$ cat src/hdl/cbea_pkg.sv
// Shared types, codes and rounding helper for the cubic-bezier easing animator.
package cbea_pkg;

    typedef enum logic [2:0] {
        S_IDLE,
        S_DIV,
        S_CHK,
        S_EVAL,
        S_CMP,
        S_VAL,
        S_OUT
    } cbea_state_t;

    typedef enum logic [1:0] {
        KIND_ANIMATE   = 2'd0,
        KIND_ONE_WAY   = 2'd1,
        KIND_ROUND_TRIP = 2'd2,
        KIND_NONE      = 2'd3
    } cbea_kind_t;

    localparam logic [2:0] CFG_DURATION = 3'd0;
    localparam logic [2:0] CFG_X1       = 3'd1;
    localparam logic [2:0] CFG_Y1       = 3'd2;
    localparam logic [2:0] CFG_X2       = 3'd3;
    localparam logic [2:0] CFG_Y2       = 3'd4;
    localparam logic [2:0] CFG_START    = 3'd5;
    localparam logic [2:0] CFG_END      = 3'd6;

    localparam logic [16:0] PROGRESS_DONE = 17'd65536;

    // Divide by 2^s, round to nearest, halves away from zero.
    function automatic logic signed [63:0] rnd_shift(input logic signed [63:0] v,
                                                     input int unsigned s);
        logic [63:0] half;
        logic [63:0] mag;
        half = 64'd1 << (s - 1);
        mag  = v[63] ? 64'(-v) : 64'(v);
        mag  = (mag + half) >> s;
        rnd_shift = v[63] ? -$signed(mag) : $signed(mag);
    endfunction

endpackage

$ cat src/hdl/cubic_bezier_easing_animator.sv
// Top level: cubic-bezier easing animator with a shared multiplier and serial divider.
// Restart, ignored, first, finished and end-reaching animate items go straight from idle
//   to the output state. A running animate item runs the divider for
//   M = max(FRAC_BITS,16) divider steps, then k <= BISECT_STEPS bisection rounds
//   (check, 8 multiplier slots, compare); an early exit skips the remaining checks.
// One item at a time: s_tready returns in the same cycle that m_tvalid rises, and the
//   output state holds while the previous result still waits for m_tready.
// Reset (aresetn low, synchronous): config and control registers return to their defaults, state flags clear.
module cubic_bezier_easing_animator import cbea_pkg::*; #(
    parameter int BISECT_STEPS = 10,
    parameter int FRAC_BITS    = 16
) (
    input  logic        aclk,
    input  logic        aresetn,
    // input items
    input  logic        s_tvalid,
    output logic        s_tready,
    input  logic [31:0] s_tdata,   // [31:0] now_tick
    input  logic [1:0]  s_tuser,   // [1:0] kind
    // result items
    output logic        m_tvalid,
    input  logic        m_tready,
    output logic [39:0] m_tdata,   // [15:0] value, [32:16] progress, [33] done_res, rest zero
    // register writes
    input  logic        cfg_valid,
    output logic        cfg_ready,
    input  logic [2:0]  cfg_index,
    input  logic [31:0] cfg_data
);

    localparam int F   = FRAC_BITS;
    localparam int TW  = F + 1;                 // t, u, basis terms up to ONE
    localparam int BW  = F + 2;                 // b1, b2 up to 3*ONE
    localparam int CW  = F + 8;                 // curve value and multiplier operands
    localparam int PW  = 2 * CW;
    localparam int M   = (F > 16) ? F : 16;     // quotient bits from the divider
    localparam int SW  = $clog2(BISECT_STEPS + 1);
    localparam logic [TW-1:0] ONE = TW'(1) << F;
    localparam logic [TW-1:0] EPS = TW'(((1 << F) + 500) / 1000);

    // configuration registers
    logic [31:0]        duration_reg, duration_next;
    logic [14:0]        x1_reg, x1_next, x2_reg, x2_next;
    logic signed [15:0] y1_reg, y1_next, y2_reg, y2_next;
    logic signed [15:0] spos_reg, spos_next, epos_reg, epos_next;

    // animation state
    logic [31:0]        start_tick_reg, start_tick_next;
    logic               started_reg, started_next;
    logic               finished_reg, finished_next;
    logic               reversed_reg, reversed_next;
    logic signed [15:0] held_value_reg, held_value_next;
    logic [16:0]        held_progress_reg, held_progress_next;

    // sequencer and datapath registers
    cbea_state_t        state_reg, state_next;
    logic [2:0]         phase_reg, phase_next;
    logic               ymode_reg, ymode_next;
    logic [SW-1:0]      step_reg, step_next;
    logic [TW-1:0]      lo_reg, lo_next, hi_reg, hi_next, t_reg, t_next;
    logic [TW-1:0]      x_reg, x_next;
    logic [TW-1:0]      uu_reg, uu_next, tt_reg, tt_next, b3_reg, b3_next;
    logic [BW-1:0]      b1_reg, b1_next, b2_reg, b2_next;
    logic signed [PW-1:0] m1_reg, m1_next;
    logic signed [CW-1:0] curve_reg, curve_next;

    // output register
    logic               m_valid_reg, m_valid_next;
    logic [33:0]        out_reg, out_next;

    // shared units
    logic signed [CW-1:0] mul_a, mul_b;
    logic signed [PW-1:0] prod;
    logic                 div_start, div_done;
    logic [M-1:0]         quot;
    logic [31:0]          elapsed;

    // helpers
    logic [TW-1:0]        u_val;
    logic signed [15:0]   s_val, e_val;
    logic signed [16:0]   dlt;
    logic signed [CW-1:0] c1, c2, x_ext, dcur, adcur;
    logic signed [PW-1:0] trip, mid;
    logic signed [63:0]   vsum;
    logic [TW:0]          mid_sum;
    logic [TW-1:0]        lo_new, hi_new;
    logic                 accept;
    logic [1:0]           kind;

    cbea_mul #(.W(CW)) u_mul (
        .aclk (aclk),
        .a    (mul_a),
        .b    (mul_b),
        .p    (prod)
    );

    cbea_div #(.QW(M)) u_div (
        .aclk     (aclk),
        .aresetn  (aresetn),
        .start    (div_start),
        .dividend (elapsed),
        .divisor  (duration_reg),
        .done     (div_done),
        .quot     (quot)
    );

    assign s_tready  = (state_reg == S_IDLE);
    assign cfg_ready = 1'b1;
    assign accept    = s_tvalid && s_tready;
    assign kind      = s_tuser;
    assign elapsed   = s_tdata - start_tick_reg;
    assign m_tvalid  = m_valid_reg;
    assign m_tdata   = {6'd0, out_reg};

    always_comb begin
        // direction picks which position acts as the start
        u_val = ONE - t_reg;
        s_val = reversed_reg ? epos_reg : spos_reg;
        e_val = reversed_reg ? spos_reg : epos_reg;
        dlt   = 17'(e_val) - 17'(s_val);
        c1    = ymode_reg ? CW'(y1_reg) : CW'($signed({1'b0, x1_reg}));
        c2    = ymode_reg ? CW'(y2_reg) : CW'($signed({1'b0, x2_reg}));
        x_ext = $signed(CW'(x_reg));
        dcur  = curve_reg - x_ext;
        adcur = dcur[CW-1] ? -dcur : dcur;
        trip  = prod + (prod <<< 1);
        mid   = m1_reg + prod;
        vsum  = 64'(s_val) + rnd_shift(64'(prod), F);
        lo_new = lo_reg;
        hi_new = hi_reg;
        mid_sum = '0;

        duration_next = duration_reg;
        x1_next = x1_reg;
        y1_next = y1_reg;
        x2_next = x2_reg;
        y2_next = y2_reg;
        spos_next = spos_reg;
        epos_next = epos_reg;

        start_tick_next    = start_tick_reg;
        started_next       = started_reg;
        finished_next      = finished_reg;
        reversed_next      = reversed_reg;
        held_value_next    = held_value_reg;
        held_progress_next = held_progress_reg;

        state_next = state_reg;
        phase_next = phase_reg;
        ymode_next = ymode_reg;
        step_next  = step_reg;
        lo_next    = lo_reg;
        hi_next    = hi_reg;
        t_next     = t_reg;
        x_next     = x_reg;
        uu_next    = uu_reg;
        tt_next    = tt_reg;
        b3_next    = b3_reg;
        b1_next    = b1_reg;
        b2_next    = b2_reg;
        m1_next    = m1_reg;
        curve_next = curve_reg;

        m_valid_next = m_valid_reg;
        out_next     = out_reg;
        mul_a        = '0;
        mul_b        = '0;
        div_start    = 1'b0;

        if (m_valid_reg && m_tready) begin
            m_valid_next = 1'b0;
        end

        if (cfg_valid) begin
            case (cfg_index)
                CFG_DURATION: duration_next = cfg_data;
                CFG_X1:       x1_next   = cfg_data[14:0];
                CFG_Y1:       y1_next   = $signed(cfg_data[15:0]);
                CFG_X2:       x2_next   = cfg_data[14:0];
                CFG_Y2:       y2_next   = $signed(cfg_data[15:0]);
                CFG_START:    spos_next = $signed(cfg_data[15:0]);
                CFG_END:      epos_next = $signed(cfg_data[15:0]);
                default: ;
            endcase
        end

        case (state_reg)
            S_IDLE: begin
                if (accept) begin
                    state_next = S_OUT;
                    case (kind)
                        KIND_ANIMATE: begin
                            if (!started_reg && !finished_reg) begin
                                // first step: record the start tick, answer start
                                started_next       = 1'b1;
                                start_tick_next    = s_tdata;
                                held_value_next    = s_val;
                                held_progress_next = '0;
                            end else if (finished_reg) begin
                                held_value_next    = e_val;
                                held_progress_next = PROGRESS_DONE;
                            end else if (elapsed >= duration_reg) begin
                                finished_next      = 1'b1;
                                started_next       = 1'b0;
                                start_tick_next    = '0;
                                held_value_next    = e_val;
                                held_progress_next = PROGRESS_DONE;
                            end else begin
                                div_start  = 1'b1;
                                state_next = S_DIV;
                            end
                        end
                        KIND_ONE_WAY: finished_next = 1'b0;
                        KIND_ROUND_TRIP: begin
                            if (finished_reg) begin
                                reversed_next = !reversed_reg;
                                finished_next = 1'b0;
                            end
                        end
                        default: ;
                    endcase
                end
            end
            S_DIV: begin
                if (div_done) begin
                    x_next             = TW'(quot >> (M - F));
                    held_progress_next = 17'(quot >> (M - 16));
                    lo_next    = '0;
                    hi_next    = ONE;
                    t_next     = ONE >> 1;
                    step_next  = '0;
                    state_next = S_CHK;
                end
            end
            S_CHK: begin
                // keep bisecting while rounds remain and the bracket is wide
                ymode_next = !((step_reg < SW'(BISECT_STEPS)) && ((hi_reg - lo_reg) > EPS));
                phase_next = '0;
                state_next = S_EVAL;
            end
            S_EVAL: begin
                // issue one product per phase, capture the one issued the phase before
                case (phase_reg)
                    3'd0: begin mul_a = CW'($signed({1'b0, u_val}));
                                mul_b = CW'($signed({1'b0, u_val})); end
                    3'd1: begin mul_a = CW'($signed({1'b0, t_reg}));
                                mul_b = CW'($signed({1'b0, t_reg})); end
                    3'd2: begin mul_a = CW'($signed({1'b0, uu_reg}));
                                mul_b = CW'($signed({1'b0, t_reg})); end
                    3'd3: begin mul_a = CW'($signed({1'b0, u_val}));
                                mul_b = CW'($signed({1'b0, tt_reg})); end
                    3'd4: begin mul_a = CW'($signed({1'b0, tt_reg}));
                                mul_b = CW'($signed({1'b0, t_reg})); end
                    3'd5: begin mul_a = CW'($signed({1'b0, b1_reg})); mul_b = c1; end
                    3'd6: begin mul_a = CW'($signed({1'b0, b2_reg})); mul_b = c2; end
                    default: ;
                endcase
                case (phase_reg)
                    3'd1: uu_next = prod[F +: TW];
                    3'd2: tt_next = prod[F +: TW];
                    3'd3: b1_next = trip[F +: BW];
                    3'd4: b2_next = trip[F +: BW];
                    3'd5: b3_next = prod[F +: TW];
                    3'd6: m1_next = prod;
                    3'd7: curve_next = CW'(64'(b3_reg) + rnd_shift(64'(mid), 14));
                    default: ;
                endcase
                phase_next = phase_reg + 1'b1;
                if (phase_reg == 3'd7) begin
                    state_next = S_CMP;
                end
            end
            S_CMP: begin
                if (ymode_reg) begin
                    // scale the eased fraction by the travel distance
                    mul_a      = CW'(dlt);
                    mul_b      = curve_reg;
                    state_next = S_VAL;
                end else if (adcur < $signed(CW'(EPS))) begin
                    ymode_next = 1'b1;
                    phase_next = '0;
                    state_next = S_EVAL;
                end else begin
                    if (curve_reg < x_ext) begin
                        lo_new = t_reg;
                    end else begin
                        hi_new = t_reg;
                    end
                    mid_sum    = {1'b0, lo_new} + {1'b0, hi_new};
                    lo_next    = lo_new;
                    hi_next    = hi_new;
                    t_next     = mid_sum[TW:1];
                    step_next  = step_reg + 1'b1;
                    state_next = S_CHK;
                end
            end
            S_VAL: begin
                if (vsum > 64'sd32767) begin
                    held_value_next = 16'sh7fff;
                end else if (vsum < -64'sd32768) begin
                    held_value_next = -16'sh8000;
                end else begin
                    held_value_next = vsum[15:0];
                end
                state_next = S_OUT;
            end
            S_OUT: begin
                // hold until the output register is free
                if (!m_valid_reg || m_tready) begin
                    m_valid_next = 1'b1;
                    out_next     = {finished_reg, held_progress_reg, held_value_reg};
                    state_next   = S_IDLE;
                end
            end
            default: state_next = S_IDLE;
        endcase
    end

    always_ff @(posedge aclk) begin
        if (!aresetn) begin
            duration_reg      <= '0;
            x1_reg            <= 15'd4096;
            y1_reg            <= 16'sd4096;
            x2_reg            <= 15'd12288;
            y2_reg            <= 16'sd12288;
            spos_reg          <= '0;
            epos_reg          <= '0;
            start_tick_reg    <= '0;
            started_reg       <= 1'b0;
            finished_reg      <= 1'b0;
            reversed_reg      <= 1'b0;
            held_value_reg    <= '0;
            held_progress_reg <= '0;
            state_reg         <= S_IDLE;
            phase_reg         <= '0;
            ymode_reg         <= 1'b0;
            step_reg          <= '0;
            m_valid_reg       <= 1'b0;
        end else begin
            duration_reg      <= duration_next;
            x1_reg            <= x1_next;
            y1_reg            <= y1_next;
            x2_reg            <= x2_next;
            y2_reg            <= y2_next;
            spos_reg          <= spos_next;
            epos_reg          <= epos_next;
            start_tick_reg    <= start_tick_next;
            started_reg       <= started_next;
            finished_reg      <= finished_next;
            reversed_reg      <= reversed_next;
            held_value_reg    <= held_value_next;
            held_progress_reg <= held_progress_next;
            state_reg         <= state_next;
            phase_reg         <= phase_next;
            ymode_reg         <= ymode_next;
            step_reg          <= step_next;
            m_valid_reg       <= m_valid_next;
        end
        lo_reg    <= lo_next;
        hi_reg    <= hi_next;
        t_reg     <= t_next;
        x_reg     <= x_next;
        uu_reg    <= uu_next;
        tt_reg    <= tt_next;
        b3_reg    <= b3_next;
        b1_reg    <= b1_next;
        b2_reg    <= b2_next;
        m1_reg    <= m1_next;
        curve_reg <= curve_next;
        out_reg   <= out_next;
    end

    a_progress_range: assert property (@(posedge aclk) disable iff (!aresetn)
        held_progress_reg <= PROGRESS_DONE)
        else $error("held progress beyond done");

    a_flags_exclusive: assert property (@(posedge aclk) disable iff (!aresetn)
        !(started_reg && finished_reg))
        else $error("started and finished both set");

    a_bracket: assert property (@(posedge aclk) disable iff (!aresetn)
        (state_reg == S_CHK) |-> (lo_reg <= t_reg) && (t_reg <= hi_reg))
        else $error("bisection point left its bracket");

    a_accept_leaves_idle: assert property (@(posedge aclk) disable iff (!aresetn)
        (s_tvalid && s_tready) |=> (state_reg != S_IDLE))
        else $error("accepted item dropped");

endmodule

$ cat src/hdl/cbea_mul.sv
// Shared signed multiplier with a registered product.
module cbea_mul import cbea_pkg::*; #(
    parameter int W = 24
) (
    input  logic                    aclk,
    input  logic signed [W-1:0]     a,
    input  logic signed [W-1:0]     b,
    output logic signed [2*W-1:0]   p
);

    logic signed [2*W-1:0] p_reg;

    always_ff @(posedge aclk) begin
        p_reg <= a * b;
    end

    assign p = p_reg;

endmodule

$ cat src/hdl/cbea_div.sv
// Restoring divider, one quotient bit per cycle; dividend must be below divisor.
module cbea_div import cbea_pkg::*; #(
    parameter int QW = 16
) (
    input  logic          aclk,
    input  logic          aresetn,
    input  logic          start,
    input  logic [31:0]   dividend,
    input  logic [31:0]   divisor,
    output logic          done,
    output logic [QW-1:0] quot
);

    localparam int CW = $clog2(QW + 1);

    logic [31:0]   rem_reg, rem_next;
    logic [31:0]   dsr_reg, dsr_next;
    logic [QW-1:0] q_reg, q_next;
    logic [CW-1:0] cnt_reg, cnt_next;
    logic          run_reg, run_next;
    logic          done_reg, done_next;
    logic [32:0]   r2;
    logic          ge;

    always_comb begin
        r2        = {rem_reg, 1'b0};
        ge        = r2 >= {1'b0, dsr_reg};
        rem_next  = rem_reg;
        dsr_next  = dsr_reg;
        q_next    = q_reg;
        cnt_next  = cnt_reg;
        run_next  = run_reg;
        done_next = 1'b0;
        if (start) begin
            rem_next = dividend;
            dsr_next = divisor;
            q_next   = '0;
            cnt_next = CW'(QW);
            run_next = 1'b1;
        end else if (run_reg) begin
            rem_next = ge ? 32'(r2 - {1'b0, dsr_reg}) : r2[31:0];
            q_next   = {q_reg[QW-2:0], ge};
            cnt_next = cnt_reg - 1'b1;
            if (cnt_reg == CW'(1)) begin
                run_next  = 1'b0;
                done_next = 1'b1;
            end
        end
    end

    always_ff @(posedge aclk) begin
        if (!aresetn) begin
            run_reg  <= 1'b0;
            done_reg <= 1'b0;
            cnt_reg  <= '0;
        end else begin
            run_reg  <= run_next;
            done_reg <= done_next;
            cnt_reg  <= cnt_next;
        end
        rem_reg <= rem_next;
        dsr_reg <= dsr_next;
        q_reg   <= q_next;
    end

    assign done = done_reg;
    assign quot = q_reg;

endmodule
$ cat config.mk
export PLATFORM = sky130hd
export DESIGN_NAME = cubic_bezier_easing_animator
export DESIGN_NICKNAME = d
export VERILOG_FILES = /design/src/hdl/cbea_pkg.sv /design/src/hdl/cubic_bezier_easing_animator.sv /design/src/hdl/cbea_mul.sv /design/src/hdl/cbea_div.sv
export SDC_FILE = /design/constraint.sdc
export NUM_CORES = 2
export LEC_CHECK = 0
export ABC_AREA = 0
export BUFFER_PORTS_ARGS = -buffer_cell sky130_fd_sc_hd__buf_2
export CAP_MARGIN = 25
export CORE_MARGIN = 3
export CORE_UTILIZATION = 70
export DETAILED_ROUTE_END_ITERATION = 10
export GPL_TIMING_DRIVEN = 0
export PLACE_DENSITY = 0.86
export SETUP_SLACK_MARGIN = 0.3
export SYNTH_ARGS = -nofsm -noshare
export SYNTH_HDL_FRONTEND = slang
export SYNTH_SLANG_ARGS = --single-unit
$ cat constraint.sdc
create_clock -name aclk -period 31.6 [get_ports aclk]
set_input_delay 6.32 -clock aclk [delete_from_list [all_inputs] [get_ports aclk]]
set_output_delay 6.32 -clock aclk [all_outputs]
set_load 0.02 [all_outputs]
# Word-level counts from Yosys, hierarchy flattened
# Cells that the tools add are included.
# word_totals
regBits,601
inputBits,74
# classes
mux,99
reduce_logical,51
n_eq_ne,33
add_sub_neg,21
order_cmp,8
mul,1
bitwise,2
# op_table
op,count
two-way mux 17 bit,23
two-way mux 32 bit,6
two-way mux 16 bit,9
two-way mux 24 bit,6
one-hot mux 17 bit (2 select lines),4
two-way mux 64 bit,2
negation 48 -> 64 bit,2
one-hot mux 24 bit (5 select lines),1
one-hot mux 18 bit (6 select lines),1
one-hot mux 24 bit (2 select lines),2
adder 16 x 64 -> 64 bit,1
adder 64 x 16 -> 64 bit (second input constant),1
greater-than comparator 64 x 16 -> 1 bit (second input constant),1
less-than comparator 64 x 16 -> 1 bit (second input constant),1
subtractor 32 bit,2
adder 48 bit,1
multiplier 24 x 24 -> 48 bit,1
negation 24 bit,2
adder 38 x 14 -> 38 bit (second input constant),1
two-way mux 38 bit,1
negation 38 bit,1
adder 34 bit,1
greater-or-equal comparator 33 x 32 -> 1 bit,1
two-way mux 3 bit,11
other kinds (45),133

# Depth between registers and ports, before layout
# depth
depth_word,11
ltp_mapped,55

# Modules after synthesis
# A second synthesis with hierarchy kept.
# hier_totals
hier_cells,7575
hier_area_um2,66998.0
# modules_own_cells
mod,seq_area_each_um2,n_inst,cells_per_inst,area_each_um2
cubic_bezier_easing_animator,11931.4,1,4687,39507.9
cbea_mul,960.9,1,2365,22166.3
cbea_div,2382.3,1,523,5323.9

# Least setup slack after synthesis
# Ideal clock, no wire load.
# synth_path
path_kind,in2reg
from,input port s_tdata[0]
to,register held_progress_reg[10]
required_ns,31.530
path_buffers,1
t_arrival_ns,12.741
path_stages,38
path_slack_ns,18.788
path_cell_list,inv_1 ha_1 inv_1 fa_1 a21o_1 a21oi_1 o21ai_0 a21oi_1 o21ai_0 a21oi_1 o21ai_0 a21oi_1 o21bai_1 a21oi_1 o21ai_0 o21a_1 nor2_1 nor2b_1 (+2 left out) xor2_1 ha_1 a21oi_1 nor2b_1 o21ai_0 nand2b_1 a21oi_1 nor2b_1 o21ai_0 nand2b_1 nor2_1 nor3_1 a2111oi_0 nor2_1 nor2_1 clkbuf_1 nand2_1 a21oi_1
# synth_between
elab_chain_len,4
# synth_rtl
element,line,rtl
from (decl),cubic_bezier_easing_animator.sv:18,"input logic [31:0] s_tdata,"
subtractor 32 bit,cubic_bezier_easing_animator.sv:111,assign elapsed = s_tdata - start_tick_reg;
greater-or-equal comparator 32 bit,cubic_bezier_easing_animator.sv:202,end else if (elapsed >= duration_reg) begin
inequality test 4 x 1 -> 1 bit (no source line),n/a,
AND reduction 5 bit (no source line),n/a,
to (signal assigned),cubic_bezier_easing_animator.sv:352,held_progress_reg <= held_progress_next;
to (decl),cubic_bezier_easing_animator.sv:53,"logic [16:0] held_progress_reg, held_progress_next;"
# No other way between the ends.
# A chain may end at the register's enable or synchronous reset.

# Worst setup path after layout
# layout_path
from,register reversed_reg
to,"register u_mul.p_reg[47], in the netlist u_mul.p[47]"
# layout_between
elab_chain_len,5
elab_cells_between_ends,6
classes_between,1 x add/sub; 1 x mul; 4 x mux
# layout_rtl
element,line,rtl
from (decl),cubic_bezier_easing_animator.sv:51,"logic reversed_reg, reversed_next;"
from (signal assigned),cubic_bezier_easing_animator.sv:350,reversed_reg <= reversed_next;
"two-way mux 16 bit, on equally long branches","cubic_bezier_easing_animator.sv:119, cubic_bezier_easing_animator.sv:118",
subtractor 16 x 16 -> 17 bit *,cubic_bezier_easing_animator.sv:120,dlt = 17'(e_val) - 17'(s_val);
two-way mux 24 bit *,cubic_bezier_easing_animator.sv:274,if (ymode_reg) begin
one-hot mux 24 bit (2 select lines) *,cubic_bezier_easing_animator.sv:187,case (state_reg)
multiplier 24 x 24 -> 48 bit *,cbea_mul.sv:14,p_reg <= a * b;
to (signal assigned),cbea_mul.sv:14,
to (decl),cbea_mul.sv:11,logic signed [2*W-1:0] p_reg;
# Every way passes the cells marked *; elsewhere a longest branch is shown, timed or not.

==> out/results.ini <==
[global_route]
grt_first_pass_wirelength_mm = 314
grt-ovfl-total = 0
grtUsageTotal = 0.435
grt_pass1_vias = 56400
grt_max_degree = 40
antenna_found_initial = 7

[placement]
place_hpwl_mm = 159
gp_congestion = 1.05
io_buffers = 108

[detailed_routing]
drtPass1Iterations = 10
wl_met1_mm = 70.5
ant_nets = 0
wl_per_cell_microns = 23.7
post-route-drc-count = 1
top_layer = met5
vias = 56100
drt_iter0_drc = 6132
dr_wl_met2_mm = 93.1
route.met3.wl_mm = 20.9
viasPerCell = 6.52
routed_wl_mm = 204

[floorplan]
design.core.area_sq_um = 87400
io_pins = 117
die_x_microns = 304
start_util = 0.711
fp-row-count = 108
die_area_sq_um = 92500
chipHeight_microns = 304

[sta]
setup_violations = 0
holdWs_ns = 0.430
clock.fmax_mhz = 65.4
period_share = 0.484
slew_viol_final = 0
max_slew.worst_pin.slew_ns = 1.17
rsz0062_at_grt = no
finalSetupTns_ns = 0
slew_headroom = 0.219
min_period_ns = 15.29
hold_viol_final = 0
fin_skew_ns = 0.0340

[setup_path]
crit_top_cell = fa_1
reg2reg_depth = 50
crit_arrival_ns = 15.82
reg2reg_to = u_mul.p[47]
criticalPathCategory = reg2reg
required_ns = 32.13
worst-r2r-setup-slack_ns = 16.31
end_kind = flip-flop
r2r-start = reversed_reg
slowest_stage = clkbuf_1
worstPathMaxFanout = 10
crit_end = u_mul.p[47]
critPathMaxStageDelay_ns = 0.68
critPathLaunch = reversed_reg
critPathLaunchType = flip-flop

[cts]
cts_tree = built
cts_made_buffers = 69
worst_skew_pair.late_latency_ns = 0.66
cts_setup_buffers = 0
root_buffer = clkbuf_16
htree_num_levels = 3
cts.sinks = 601
path_clk_slew_ns = 0.07
cts_resized = 0
cts.path.max_buffers = 3
cts_hold_repair.buffers = 0

[finish]
syn_to_final_growth_pct = 8.00
nNetsFinal = 8490
drive_above_1_share = 0.0583
fillers = 6133
ff_latch_area_sq_um = 15300
multi_input_area_sq_um = 42500

[power]
powerDensity_nw_per_um2 = 58.2
p_leak_nw = 29.4
peakVddDrop_mv = 0.0876

[outcome]
failed_checks = design-rule violations
outcome = finished with violations

[synthesis]
ys_seq_elements = 601
ys_warn_count = 0
syn-mean-instance-area_sq_um = 8.66
syn_area_sq_um = 62200
netlist-cell-type-count = 116
synth_ff_type = edfxtp_1
synth_edf_count = 324
yosysSeqAreaShare = 0.246
postSynth.asyncResetShare = 0
syn_inst = 7178

[run]
drv_cap = 0

[min_path]
hp-class = reg2reg

how the worst min path moves through the flow:
| stage | from | endpoint | slack (ns) | cells past startpoint |
|---|---|---|---|---|
| after floorplan | held_value_reg[15] | out_reg[15] | 0.40 | 0 |
| after detailed placement | held_progress_reg[0] | out_reg[16] | 0.42 | 0 |
| after global placement | finished_reg | out_reg[33] | 0.41 | 0 |
| after CTS | held_progress_reg[3] | out_reg[19] | 0.43 | 0 |
| final | held_progress_reg[1] | out_reg[17] | 0.43 | 0 |
| after global routing | finished_reg | out_reg[33] | 0.44 | 0 |
through the flow:
stage          utilization  power [mW]  std cells  instance area, sq um  setup slack [ns]
6_report             0.768        3.91       8608                 67200             16.31
5_1_grt              0.768        4.10       8604                 67200             15.78
4_1_cts              0.767        3.84       8597                 67100             16.67
3_5_place_dp         0.738        2.93       8470                 64600             16.81
3_3_place_gp         0.734        2.85       8446                 64200             15.08
2_1_floorplan            -        2.38       7183                 62200             18.79
worst max-delay path: cells and delay by family, from the launching register on:
family / cells / cell delay (ns)
AOI/OAI and AO/OA: 20 / 4.64
and+or+nand+nor: 10 / 1.93
muxes: 2 / 0.83
buffers and inverters: 8 / 2.64
xor gates and xnor gates: 1 / 0.18
adders and majority gates: 9 / 4.60
DFF: 1 / 0.31
synthesized netlist by cell type (32+ instances only):
| master | instances | share of area |
|---|---|---|
| a211oi_1 | 42 | 0.0051 |
| a21boi_0 | 32 | 0.0039 |
| a21o_1 | 134 | 0.016 |
| a21oi_1 | 522 | 0.042 |
| a22oi_1 | 51 | 0.0062 |
| a31oi_1 | 40 | 0.0040 |
| and2_1 | 78 | 0.0078 |
| and3_1 | 55 | 0.0055 |
| clkbuf_1 | 261 | 0.016 |
| dfxtp_1 | 277 | 0.089 |
| edfxtp_1 | 324 | 0.16 |
| fa_1 | 528 | 0.17 |
| ha_1 | 495 | 0.10 |
| inv_1 | 897 | 0.054 |
| mux2_2 | 62 | 0.011 |
| mux2i_1 | 79 | 0.013 |
| nand2_1 | 828 | 0.050 |
| nand2b_1 | 55 | 0.0055 |
| nand3_1 | 130 | 0.010 |
| nand4_1 | 64 | 0.0064 |
| nor2_1 | 603 | 0.036 |
| nor2b_1 | 77 | 0.0077 |
| nor3_1 | 140 | 0.011 |
| nor4_1 | 56 | 0.0056 |
| o21a_1 | 54 | 0.0065 |
| o21ai_0 | 257 | 0.021 |
| o21bai_1 | 41 | 0.0049 |
| o31ai_1 | 33 | 0.0040 |
| or3_1 | 63 | 0.0063 |
| xnor2_1 | 271 | 0.038 |
| xor2_1 | 106 | 0.015 |
power breakdown:
group	switching [mW]	total, mW	leakage [nW]	internal, mW
sequential	0.0901	1.01	5.14	0.923
combinational	1.28	1.99	23.0	0.712
clock	0.367	0.900	1.23	0.533
placed cells by master, fill, tap and decap left out, drive strengths merged, types with 19 or more instances in the layout:
cell / n
mux2i: 80
inv: 907
a221oi: 20
a21boi: 35
xor2: 107
o21bai: 42
and2: 79
fa: 528
mux2: 62
a22oi: 51
nor2b: 77
o211ai: 29
nor3b: 19
nor4: 57
o31ai: 35
nor3: 145
or4: 22
a31oi: 42
nor2: 603
and3: 55
clkinv: 22
o31a: 31
clkbuf: 346
nand4: 64
a21oi: 523
xnor2: 273
nand3: 130
o21ai: 274
o21a: 54
or3: 64
nand2b: 55
or2: 33
a211oi: 44
edfxtp: 324
buf: 170
o22ai: 25
nand2: 830
a21o: 134
ha: 495
dfxtp: 277
logic make-up after synthesis:
| logic type | share of synthesized area |
|---|---|
| fa+ha+maj | 0.270 |
| other cells | 0.000121 |
| mux | 0.0243 |
| xor+xnor | 0.0542 |
| flops | 0.246 |
| buf+inv | 0.0729 |
| compound gates | 0.161 |
| simple gates | 0.172 |
final cells by class:
type                            instances  share of cell area
Sequential cell                       601               0.227
Multi-Input combinational cell       5387               0.632
Buffer                                295              0.0172
Clock buffer                           83              0.0280
Tap cell                             1155              0.0215
Timing Repair Buffer                  139              0.0134
Inverter                              900              0.0503
Antenna cell                            4            0.000149
Clock inverter                         44             0.00969
metal layers:
metal | GRT usage | vias up
met1 | 0.501 | 26700
met3 | 0.103 | 1043
li1 | - | 25000
met2 | 0.704 | 3345
met4 | 0.334 | 8
met5 | 0 | -
No activity file was read; power rests on OpenSTA's default activity.
